--- config.mk ---
export PLATFORM = sky130hd
export DESIGN_NAME = token_scanner_unit
export DESIGN_NICKNAME = d
export VERILOG_FILES = /design/src/tsu_pkg.sv /design/src/token_scanner_unit.sv
export SDC_FILE = /design/constraint.sdc
export NUM_CORES = 1
export LEC_CHECK = 0
export BUFFER_PORTS_ARGS = -buffer_cell sky130_fd_sc_hd__buf_2
export CAP_MARGIN = 10
export CORE_MARGIN = 3
export CORE_UTILIZATION = 40
export DETAILED_ROUTE_END_ITERATION = 10
export PLACE_DENSITY = 0.53
export SETUP_SLACK_MARGIN = 0.02
export SYNTH_ARGS = -nofsm -noshare
export SYNTH_HDL_FRONTEND = slang
export SYNTH_SLANG_ARGS = --single-unit
export TNS_END_PERCENT = 100
--- constraint.sdc ---
create_clock -name clk -period 4.7 [get_ports clk]
set_input_delay 0.235 -clock clk [delete_from_list [all_inputs] [get_ports clk]]
set_output_delay 0.235 -clock clk [all_outputs]
set_load 0.05 [all_outputs]
--- src/tsu_pkg.sv ---
// -----------------------------------------------------------------------------
// tsu_pkg: shared definitions for the token scanner
// Token kinds, widths, byte classes and the keyword patterns.
// -----------------------------------------------------------------------------
package tsu_pkg;

	localparam int OFFSET_BITS_DEF   = 24;
	localparam int POSITION_BITS_DEF = 16;
	localparam int LEN_BITS          = 16;
	localparam int KIND_BITS         = 5;
	localparam int PREFIX_BITS       = 40;
	localparam int QDEPTH            = 4;

	typedef logic [KIND_BITS-1:0] kind_t;

	localparam kind_t K_PLUS   = 5'd0;
	localparam kind_t K_MINUS  = 5'd1;
	localparam kind_t K_STAR   = 5'd2;
	localparam kind_t K_SLASH  = 5'd3;
	localparam kind_t K_SEMI   = 5'd4;
	localparam kind_t K_EQ     = 5'd5;
	localparam kind_t K_LPAREN = 5'd6;
	localparam kind_t K_RPAREN = 5'd7;
	localparam kind_t K_COMMA  = 5'd8;
	localparam kind_t K_ASSIGN = 5'd9;
	localparam kind_t K_COLON  = 5'd10;
	localparam kind_t K_LBRACE = 5'd11;
	localparam kind_t K_RBRACE = 5'd12;
	localparam kind_t K_INT    = 5'd13;
	localparam kind_t K_IDENT  = 5'd14;
	localparam kind_t K_LET    = 5'd15;
	localparam kind_t K_ELIF   = 5'd16;
	localparam kind_t K_IF     = 5'd17;
	localparam kind_t K_ELSE   = 5'd18;
	localparam kind_t K_WHILE  = 5'd19;
	localparam kind_t K_EOF    = 5'd20;
	localparam kind_t K_ERROR  = 5'd21;

	localparam logic [7:0] CH_NUL     = 8'h00;
	localparam logic [7:0] CH_NEWLINE = 8'h0A;
	localparam logic [7:0] CH_COLON   = 8'h3A;
	localparam logic [7:0] CH_EQUAL   = 8'h3D;

	localparam logic [PREFIX_BITS-1:0] KW_IF    = 40'h00_0000_6966;
	localparam logic [PREFIX_BITS-1:0] KW_LET   = 40'h00_006C_6574;
	localparam logic [PREFIX_BITS-1:0] KW_ELIF  = 40'h00_656C_6966;
	localparam logic [PREFIX_BITS-1:0] KW_ELSE  = 40'h00_656C_7365;
	localparam logic [PREFIX_BITS-1:0] KW_WHILE = 40'h77_6869_6C65;

	typedef enum logic [3:0] {
		MODE_IDLE   = 4'b0001,
		MODE_DIGITS = 4'b0010,
		MODE_WORD   = 4'b0100,
		MODE_COLON  = 4'b1000
	} mode_t;

	function automatic logic is_digit(input logic [7:0] b);
		return b inside {[8'h30:8'h39]};
	endfunction

	function automatic logic is_word_start(input logic [7:0] b);
		return b inside {[8'h41:8'h5A], [8'h61:8'h7A], 8'h5F};
	endfunction

	function automatic logic is_space(input logic [7:0] b);
		return b inside {8'h20, [8'h09:8'h0D]};
	endfunction

	// {hit, kind} for the single-character operators and brackets
	function automatic logic [KIND_BITS:0] punct_kind(input logic [7:0] b);
		logic [KIND_BITS:0] r;
		case (b)
			8'h2B: r = {1'b1, K_PLUS};
			8'h2D: r = {1'b1, K_MINUS};
			8'h2A: r = {1'b1, K_STAR};
			8'h2F: r = {1'b1, K_SLASH};
			8'h3B: r = {1'b1, K_SEMI};
			8'h3D: r = {1'b1, K_EQ};
			8'h28: r = {1'b1, K_LPAREN};
			8'h29: r = {1'b1, K_RPAREN};
			8'h2C: r = {1'b1, K_COMMA};
			8'h7B: r = {1'b1, K_LBRACE};
			8'h7D: r = {1'b1, K_RBRACE};
			default: r = {1'b0, K_PLUS};
		endcase
		return r;
	endfunction

	function automatic kind_t word_kind(input logic [LEN_BITS-1:0] len,
		input logic [PREFIX_BITS-1:0] pfx);
		kind_t k;
		k = K_IDENT;
		if (len == LEN_BITS'(2) && pfx == KW_IF) k = K_IF;
		else if (len == LEN_BITS'(3) && pfx == KW_LET) k = K_LET;
		else if (len == LEN_BITS'(4) && pfx == KW_ELIF) k = K_ELIF;
		else if (len == LEN_BITS'(4) && pfx == KW_ELSE) k = K_ELSE;
		else if (len == LEN_BITS'(5) && pfx == KW_WHILE) k = K_WHILE;
		return k;
	endfunction

endpackage

--- src/token_scanner_unit.sv ---
// -----------------------------------------------------------------------------
// token_scanner_unit: streaming lexer, one source byte per item
// Classifies each byte against the running scan state and queues tokens.
// -----------------------------------------------------------------------------
// Usage:
//   Input channel text_valid/text_ready carries text_byte and is_end. A zero
//   byte or is_end flushes any pending token and yields an EOF token; scanning
//   may continue afterwards with the counters as they stand.
//   Output channel token_valid/token_ready carries one token per item: kind,
//   start offset, length, line, column and last_of_run, which marks the last
//   token caused by one input byte (a byte can cause zero, one or two).
// Throughput: one byte per cycle while text_ready is high. The scan state is
//   updated in the cycle of acceptance; results go into a 4-entry output
//   queue, and a byte is taken only while two slots are free, so a byte that
//   gives two tokens always fits. A token is offered from the queue once the
//   byte that completes it has been accepted.
// Stall: while token_ready is low the head token holds; once the queue has
//   fewer than two free slots text_ready drops. Nothing is ever dropped.
// Reset (arst_n low): scan state idle, offset 0, line and column 1, queue
//   empty. No clearing pass is needed.
// -----------------------------------------------------------------------------
module token_scanner_unit #(
	parameter int OFFSET_BITS   = tsu_pkg::OFFSET_BITS_DEF,
	parameter int POSITION_BITS = tsu_pkg::POSITION_BITS_DEF
) (
	input  logic                          clk,
	input  logic                          arst_n,
	input  logic                          text_valid,
	output logic                          text_ready,
	input  logic [7:0]                    text_byte,
	input  logic                          is_end,
	output logic                          token_valid,
	input  logic                          token_ready,
	output logic [tsu_pkg::KIND_BITS-1:0] token_kind,
	output logic [OFFSET_BITS-1:0]        start_offset,
	output logic [tsu_pkg::LEN_BITS-1:0]  token_length,
	output logic [POSITION_BITS-1:0]      start_line,
	output logic [POSITION_BITS-1:0]      start_column,
	output logic                          last_of_run
);

	localparam int LB = tsu_pkg::LEN_BITS;
	localparam int PB = tsu_pkg::PREFIX_BITS;
	localparam int QD = tsu_pkg::QDEPTH;
	localparam int QA = $clog2(QD);
	localparam int QC = $clog2(QD + 1);

	localparam logic [POSITION_BITS-1:0] POS_ONE = POSITION_BITS'(1);

	// scan state
	tsu_pkg::mode_t             mode_q, mode_d;
	logic [OFFSET_BITS-1:0]     off_q, off_d;
	logic [POSITION_BITS-1:0]   line_q, line_d, col_q, col_d;
	logic [OFFSET_BITS-1:0]     p_off_q, p_off_d;
	logic [POSITION_BITS-1:0]   p_line_q, p_line_d, p_col_q, p_col_d;
	logic [LB-1:0]              p_len_q, p_len_d;
	logic [PB-1:0]              kw_q, kw_d;

	// output queue
	tsu_pkg::kind_t             q_kind_q [QD];
	logic [OFFSET_BITS-1:0]     q_off_q  [QD];
	logic [LB-1:0]              q_len_q  [QD];
	logic [POSITION_BITS-1:0]   q_line_q [QD];
	logic [POSITION_BITS-1:0]   q_col_q  [QD];
	logic                       q_last_q [QD];
	logic [QA-1:0]              wr_ptr_q, rd_ptr_q;
	logic [QC-1:0]              count_q;

	// up to two results per byte
	tsu_pkg::kind_t             r_kind [2];
	logic [OFFSET_BITS-1:0]     r_off  [2];
	logic [LB-1:0]              r_len  [2];
	logic [POSITION_BITS-1:0]   r_line [2];
	logic [POSITION_BITS-1:0]   r_col  [2];
	logic [1:0]                 n_res;

	logic                       accept, pop, at_end, flushed, consumed;
	logic [tsu_pkg::KIND_BITS:0] pk;
	logic [OFFSET_BITS-1:0]     off_inc;
	logic [POSITION_BITS-1:0]   col_inc, line_inc;
	logic [LB-1:0]              len_inc;

	assign text_ready = (count_q <= QC'(QD - 2));
	assign accept     = text_valid & text_ready;
	assign pop        = token_valid & token_ready;

	assign at_end   = is_end | (text_byte == tsu_pkg::CH_NUL);
	assign pk       = tsu_pkg::punct_kind(text_byte);
	assign off_inc  = (off_q == '1) ? off_q : off_q + OFFSET_BITS'(1);
	assign col_inc  = (col_q == '1) ? col_q : col_q + POS_ONE;
	assign line_inc = (line_q == '1) ? line_q : line_q + POS_ONE;
	assign len_inc  = (p_len_q == '1) ? p_len_q : p_len_q + LB'(1);

	always_comb begin
		mode_d   = mode_q;
		off_d    = off_q;
		line_d   = line_q;
		col_d    = col_q;
		p_off_d  = p_off_q;
		p_line_d = p_line_q;
		p_col_d  = p_col_q;
		p_len_d  = p_len_q;
		kw_d     = kw_q;
		flushed  = 1'b0;
		consumed = 1'b0;
		for (int i = 0; i < 2; i++) begin
			r_kind[i] = tsu_pkg::K_EOF;
			r_off[i]  = off_q;
			r_len[i]  = '0;
			r_line[i] = line_q;
			r_col[i]  = col_q;
		end
		// pending token first: either extend it or flush it into slot 0
		r_off[0]  = p_off_q;
		r_line[0] = p_line_q;
		r_col[0]  = p_col_q;
		r_len[0]  = p_len_q;
		case (mode_q)
			tsu_pkg::MODE_COLON: begin
				flushed = 1'b1;
				mode_d  = tsu_pkg::MODE_IDLE;
				if (!at_end && text_byte == tsu_pkg::CH_EQUAL) begin
					r_kind[0] = tsu_pkg::K_ASSIGN;
					r_len[0]  = LB'(2);
					consumed  = 1'b1;
					off_d     = off_inc;
					col_d     = col_inc;
				end else begin
					r_kind[0] = tsu_pkg::K_COLON;
				end
			end
			tsu_pkg::MODE_DIGITS: begin
				if (!at_end && tsu_pkg::is_digit(text_byte)) begin
					consumed = 1'b1;
					p_len_d  = len_inc;
					off_d    = off_inc;
					col_d    = col_inc;
				end else begin
					flushed   = 1'b1;
					mode_d    = tsu_pkg::MODE_IDLE;
					r_kind[0] = tsu_pkg::K_INT;
				end
			end
			tsu_pkg::MODE_WORD: begin
				if (!at_end && (tsu_pkg::is_word_start(text_byte)
						|| tsu_pkg::is_digit(text_byte))) begin
					consumed = 1'b1;
					if (p_len_q < LB'(5)) kw_d = {kw_q[PB-9:0], text_byte};
					p_len_d = len_inc;
					off_d   = off_inc;
					col_d   = col_inc;
				end else begin
					flushed   = 1'b1;
					mode_d    = tsu_pkg::MODE_IDLE;
					r_kind[0] = tsu_pkg::word_kind(p_len_q, kw_q);
				end
			end
			default: ;
		endcase

		n_res = {1'b0, flushed};
		if (!consumed) begin
			// the byte itself, emitted into the next free slot
			r_off[flushed]  = off_q;
			r_line[flushed] = line_q;
			r_col[flushed]  = col_q;
			r_len[flushed]  = LB'(1);
			if (at_end) begin
				r_kind[flushed] = tsu_pkg::K_EOF;
				r_len[flushed]  = '0;
				n_res           = n_res + 2'd1;
			end else if (tsu_pkg::is_space(text_byte)) begin
				off_d = off_inc;
				if (text_byte == tsu_pkg::CH_NEWLINE) begin
					line_d = line_inc;
					col_d  = POS_ONE;
				end else begin
					col_d = col_inc;
				end
			end else begin
				off_d = off_inc;
				col_d = col_inc;
				if (pk[tsu_pkg::KIND_BITS]) begin
					r_kind[flushed] = pk[tsu_pkg::KIND_BITS-1:0];
					n_res           = n_res + 2'd1;
				end else if (text_byte == tsu_pkg::CH_COLON
						|| tsu_pkg::is_digit(text_byte)
						|| tsu_pkg::is_word_start(text_byte)) begin
					p_off_d  = off_q;
					p_line_d = line_q;
					p_col_d  = col_q;
					p_len_d  = LB'(1);
					if (text_byte == tsu_pkg::CH_COLON) begin
						mode_d = tsu_pkg::MODE_COLON;
					end else if (tsu_pkg::is_digit(text_byte)) begin
						mode_d = tsu_pkg::MODE_DIGITS;
					end else begin
						mode_d = tsu_pkg::MODE_WORD;
						kw_d   = PB'(text_byte);
					end
				end else begin
					r_kind[flushed] = tsu_pkg::K_ERROR;
					n_res           = n_res + 2'd1;
				end
			end
		end
	end

	// scan state registers
	always_ff @(posedge clk or negedge arst_n) begin
		if (!arst_n) begin
			mode_q   <= tsu_pkg::MODE_IDLE;
			off_q    <= '0;
			line_q   <= POS_ONE;
			col_q    <= POS_ONE;
			p_off_q  <= '0;
			p_line_q <= POS_ONE;
			p_col_q  <= POS_ONE;
			p_len_q  <= '0;
			kw_q     <= '0;
		end else if (accept) begin
			mode_q   <= mode_d;
			off_q    <= off_d;
			line_q   <= line_d;
			col_q    <= col_d;
			p_off_q  <= p_off_d;
			p_line_q <= p_line_d;
			p_col_q  <= p_col_d;
			p_len_q  <= p_len_d;
			kw_q     <= kw_d;
		end
	end

	// queue payload, no reset
	always_ff @(posedge clk) begin
		if (accept) begin
			for (int i = 0; i < 2; i++) begin
				if (2'(i) < n_res) begin
					q_kind_q[wr_ptr_q + QA'(i)] <= r_kind[i];
					q_off_q[wr_ptr_q + QA'(i)]  <= r_off[i];
					q_len_q[wr_ptr_q + QA'(i)]  <= r_len[i];
					q_line_q[wr_ptr_q + QA'(i)] <= r_line[i];
					q_col_q[wr_ptr_q + QA'(i)]  <= r_col[i];
					q_last_q[wr_ptr_q + QA'(i)] <= (2'(i + 1) == n_res);
				end
			end
		end
	end

	// queue pointers
	always_ff @(posedge clk or negedge arst_n) begin
		if (!arst_n) begin
			wr_ptr_q <= '0;
			rd_ptr_q <= '0;
			count_q  <= '0;
		end else begin
			if (accept) wr_ptr_q <= wr_ptr_q + QA'(n_res);
			if (pop) rd_ptr_q <= rd_ptr_q + QA'(1);
			count_q <= count_q + (accept ? QC'(n_res) : QC'(0)) - QC'(pop);
		end
	end

	assign token_valid  = (count_q != '0);
	assign token_kind   = q_kind_q[rd_ptr_q];
	assign start_offset = q_off_q[rd_ptr_q];
	assign token_length = q_len_q[rd_ptr_q];
	assign start_line   = q_line_q[rd_ptr_q];
	assign start_column = q_col_q[rd_ptr_q];
	assign last_of_run  = q_last_q[rd_ptr_q];

endmodule

After elaboration in Yosys (flattened, before gate mapping)
Memories as Yosys holds them, arrays and structs flattened.
Index checks and enable logic that the tools add are counted.
{"block": "totals", "register_bits": 179, "ram_bits": 312, "input_bits": 13, "memories": 6}
{"memory": "q_off_q", "words": 4, "word_bits": 24, "rd": 1, "rd_ports_with_merged_regs": 0, "write_ports": 2, "line_no": "token_scanner_unit.sv:61", "text": "logic [OFFSET_BITS-1:0] q_off_q [QD];"}
{"memory": "q_col_q", "words": 4, "word_bits": 16, "rd": 1, "rd_ports_with_merged_regs": 0, "write_ports": 2, "line_no": "token_scanner_unit.sv:64", "text": "logic [POSITION_BITS-1:0] q_col_q [QD];"}
{"memory": "q_len_q", "words": 4, "word_bits": 16, "rd": 1, "rd_ports_with_merged_regs": 0, "write_ports": 2, "line_no": "token_scanner_unit.sv:62", "text": "logic [LB-1:0] q_len_q [QD];"}
{"memory": "q_line_q", "words": 4, "word_bits": 16, "rd": 1, "rd_ports_with_merged_regs": 0, "write_ports": 2, "line_no": "token_scanner_unit.sv:63", "text": "logic [POSITION_BITS-1:0] q_line_q [QD];"}
{"memory": "q_kind_q", "words": 4, "word_bits": 5, "rd": 1, "rd_ports_with_merged_regs": 0, "write_ports": 2, "line_no": "token_scanner_unit.sv:60", "text": "tsu_pkg::kind_t q_kind_q [QD];"}
{"memory": "q_last_q", "words": 4, "word_bits": 1, "rd": 1, "rd_ports_with_merged_regs": 0, "write_ports": 2, "line_no": "token_scanner_unit.sv:65", "text": "logic q_last_q [QD];"}
{"block": "classes", "n_addsub": 10, "magnitude_cmp": 14, "n_eq_ne": 33, "mux": 96, "bitwise": 20, "reduce_logical": 23}
{"cell": "$mux W40", "n": 10}
{"cell": "$mux W16", "n": 19}
{"cell": "$mux W24", "n": 7}
{"cell": "$mux W32", "n": 4}
{"cell": "$eq A8 B6 Y1 const B", "n": 11}
{"cell": "$eq A40 B31 Y1 const B", "n": 2}
{"cell": "$pmux W24 S3", "n": 1}
{"cell": "$pmux W6 S11", "n": 1}
{"cell": "$bwmux W32", "n": 2}
{"cell": "$mux W10", "n": 5}
{"cell": "$add A16 B1 Y16 const B", "n": 3}
{"cell": "$bwmux W48", "n": 1}
{"cell": "$eq A16 B16 Y1 const B", "n": 3}
{"cell": "$mux W48", "n": 1}
{"cell": "$pmux W16 S3", "n": 1}
{"cell": "$eq A40 B15 Y1 const B", "n": 1}
{"cell": "$eq A40 B23 Y1 const B", "n": 1}
{"cell": "$eq A40 B39 Y1 const B", "n": 1}
{"cell": "$mux W5", "n": 8}
{"cell": "$and A32 B32 Y32", "n": 1}
{"cell": "$eq A16 B2 Y1 const B", "n": 2}
{"cell": "$eq A16 B3 Y1 const B", "n": 2}
{"cell": "$mux W4", "n": 8}
{"cell": "$not A32 Y32", "n": 1}
{"cell": "other kinds (56)", "n": 100}

Longest topological paths before layout
{"block": "logic_depth", "depth_word": 19, "ltp_mapped": 15}

Worst setup path before layout
Ideal clock, no wire load.
{"block": "synth_timing", "kind": "reg-to-reg", "from": "reg count_q[1]", "to": "mem q_col_q[1][0] (netlist bit) (enable)", "setup_time_ps": 423, "arrival_time_ps": 3966, "t_required_ps": 4277, "path_slack_ps": 311, "path_stages_with_launch": 11, "path_buffers": 4, "synth_period_minus_slack_ps": 4389, "cell_sequence": "dfrtp_1 > a21oi_1 > and2_1 > clkbuf_1 > clkbuf_1 > nand2_1 > a21oi_1 > a32oi_1 > buf_2 > buf_4 > nand2_1"}
{"item": "start, declared", "line_no": "token_scanner_unit.sv:67", "text": "logic [QC-1:0] count_q;"}
{"item": "start signal, assigned", "line_no": "token_scanner_unit.sv:259", "text": "count_q <= count_q + (accept ? QC'(n_res) : QC'(0)) - QC'(pop);"}
{"item": "end, declared", "line_no": "token_scanner_unit.sv:64"}

==> run_results.csv <==
group,metric,value,unit
global_routing,grt_max_degree,91,
worst_setup_path,end_kind,"register",
worst_setup_path,critPathKind,"reg2reg",
worst_setup_path,r2r-start,"mode_q[2]$_DFFE_PN0P_",
worst_setup_path,critPathMaxStageDelay,0.65,ns
timing,period_needed,3.56,ns
routing,wirelength,63.3,mm
die,rows,88,
layout,areaGrowthSynthToFinish,12.6,%
die,dieArea,62200,um2
clocking,worstSkewPairLatency,0.61,ns
place,dp_hpwl,38.2,mm
clocking,cts_tree,"yes",
worst_setup_path,cp.required,4.99,ns
yosys,synth.distinct_cells,87,
clocking,cts-root-buf,"clkbuf_16",
yosys,ys_ff_latch,491,
worst_setup_path,worstPathMaxFanout,38,
routing,drcViolationCount,0,
hold_path,min_from,"text_byte[5]",
timing,holdWs,0.0712,ns
clocking,cts_sinks,491,
worst_setup_path,startpoint_type,"register",
die,start_util,40.8,%
timing,finalHoldViolations,0,
pwr,p_leak,0.0105,uW
clocking,clk_pin_slew,0.06,ns
yosys,avgSynthCellArea,12.7,um2
pwr,powerDensity,579,nW/um2
layout,layout-drive-gt1-share,21.1,%
yosys,synth.cell_area,23700,um2
routing,antenna_left,0,
routing,dr.pass1.iters,5,
timing,fin_crit_sh,75.7,%
timing,worst_pin_slew,0.879,ns
worst_setup_path,slowest_stage,"nand2_4",
yosys,synth-edff-count,252,
timing,fmax,0.281,GHz
timing,relSlewSlack,41.4,%
layout,n_antenna_cell,0,
timing,slew_viol_final,0,
yosys,yosysSeqAreaShare,55.9,%
hold_path,hp-class,"in2reg",
global_routing,antenna_found_initial,2,
die,io-pin-count,93,
clocking,cts_resized,0,
layout,final_cell_mix,"edfxtp_1, o2bb2ai_1, dfrtp_1",
yosys,syn_nets,1884,
timing,tns,0,ns
die,fp.dieH,249,um
yosys,ys.flop_type,"edfxtp_1",
pwr,ir_drop,0.431,mV
layout,nNetsFinal,1900,
routing,vias,16100,
layout,fillers,5267,
layout,mostFrequentLayoutCell,"edfxtp_1",
global_routing,grtUsageTotal,20.3,%
timing,finClkSkew,0.0244,ns
routing,vias_per_cell,6.01,
flow_run,maxCapViolCount,0,
die,coreArea,58100,um2
global_routing,grt_overflow,0,
timing,rsz0062_at_grt,"no",
worst_setup_path,crit_chain,"nor2b_1, and2_1, o221ai_1, a21oi_2, nand4_2, nand2_4, buf_4",
timing,setup_violations,0,
yosys,synthArstFlopShare,36.5,%
place,portBuffers,92,
yosys,yosys_warnings,0,
routing,drt-initial-drc-count,1442,
run_status,status,"completed",
global_routing,grt_pass1_vias,16100,
worst_setup_path,arrival,3.85,ns
clocking,htreeDepth,2,
place,place.gp.congestion,0.857,
yosys,syn_inst,1859,
routing,routedWlPerCell,23.6,um
die,die_w,249,um
clocking,cts_buffers,54,
worst_setup_path,crit_start,"mode_q[2]$_DFFE_PN0P_",
clocking,clk_path_buf_depth,3,
global_routing,grt_pass1_wl,99.4,mm
synth_stat cells (4+ instances only):
cell         n  area (um2)
o21ai_0     49         245
a31oi_1     13        81.3
nand3_1     41         205
edfxtp_1   252        7570
mux2i_1     62         621
o2bb2ai_1  225        1970
ha_1        11         138
dfxtp_1     60        1200
nor2_1     123         462
o22ai_1      5        31.3
o41ai_1      4        35.0
a22o_1      33         289
nand4_2      4        50.1
a21oi_1     29         145
clkbuf_1    84         315
and4b_1      4        40.0
xnor2_1     27         236
mux2_2      57         642
dfrtp_1    174        4350
nor3b_1      7        52.6
o31ai_1     10        75.1
a32oi_1      5        43.8
buf_4       23         173
nor2b_1     13        81.3
and3_1      25         156
nand2b_1     4        25.0
mux2_4       6        90.1
o211ai_1     6        45.0
inv_1       24        90.1
buf_1       19        71.3
a41oi_1      7        61.3
nand2_1    141         529
and2_1      15        93.8
xor2_1      17         149
nand4_1     31         194
mux4_2      78        1760
buf_2       46         230
and4_1      13         114
dfstp_2      5         131
nor4_1      13        81.3
nor3_1      22         110
a211oi_1     5        37.5
repair_timing:
item / CTS / global route
buffers inserted: 0 / 0
hold buffers: 1 / 0
hold endpoints to repair: 87 / 0
worst paths after layout:
| path | to | slack [ns] | cells past startpoint |
|---|---|---|---|
| max | q_off_q[3][3]$_DFFE_PP_ | 1.14 | 7 |
| min | kw_q[5]$_DFFE_PN0P_ | 0.07 | 2 |
| max reg2reg | q_off_q[3][3]$_DFFE_PP_ | 1.14 | 7 |
| min reg2reg | q_len_q[2][9]$_SDFFE_PP0P_ | 0.49 | 2 |
| max in group asynchronous | rd_ptr_q[0]$_DFFE_PN0P_ | 3.43 | 3 |
| min in group asynchronous | p_col_q[10]$_DFFE_PN0P_ | 0.25 | 2 |
kinds of logic (layout without fill, tap and decap cells):
group	Yosys count	after routing	share of synthesized area (%)
flops	491	491	55.9
simple gates	473	473	9.90
compound gates	436	436	14.9
mux	203	203	13.1
buf+inv	200	262	3.88
xor+xnor	44	44	1.63
fa+ha+maj	12	12	0.665
critical path, delay by kind of cell, from the launching register on:
| family | cells | cell delay, ns |
|---|---|---|
| simple gates | 4 | 1.57 |
| buf+inv | 1 | 0.33 |
| flops | 1 | 0.48 |
| compound gates | 2 | 0.84 |
area by class of cell:
class,instances,area [um2],area share (%)
inverter,24,90.1,0.338
multi-input combinational,1168,9630,36.1
timing repair buffer,136,915,3.43
clock buffer,76,1560,5.84
tap,765,957,3.59
sequential,491,13300,49.7
clock inverter,26,259,0.971
registers in the layout, indices dropped and copies added, names as in the netlist:
| name | count |
|---|---|
| rd_ptr_q | 2 |
| line_q | 16 |
| mode_q | 4 |
| p_len_q | 16 |
| wr_ptr_q | 2 |
| off_q | 24 |
| kw_q | 40 |
| q_kind_q | 20 |
| p_line_q | 16 |
| q_col_q | 64 |
| q_line_q | 64 |
| q_off_q | 96 |
| p_col_q | 16 |
| p_off_q | 24 |
| col_q | 16 |
| count_q | 3 |
| q_len_q | 64 |
| q_last_q | 4 |
power breakdown:
part | switching, uW | internal (uW)
Clock | 1760 | 2530
Combinational | 3790 | 1650
Sequential | 475 | 5230
Total | 6030 | 9410
per-layer routing:
metal	part of all wire, %	GRT usage [%]
met1	46	29.5
met2	47	32.2
met3	5.6	2.65
met4	1.8	5.24
met5	0	0
metrics by stage:
| step | instance area (um2) | worst slack, ns | utilization [%] | total power, uW | cells |
|---|---|---|---|---|---|
| floorplan | 23700 | 0.311 | - | 9710 | 1859 |
| global placement | 24800 | 0.964 | 42.7 | 11200 | 2583 |
| detailed placement | 24800 | 0.893 | 42.7 | 11300 | 2583 |
| CTS | 26700 | 1.19 | 45.9 | 15600 | 2686 |
| global route | 26700 | 0.901 | 45.9 | 16100 | 2686 |
| finish | 26700 | 1.14 | 45.9 | 15400 | 2686 |
Power figures use the tool's default switching activity.
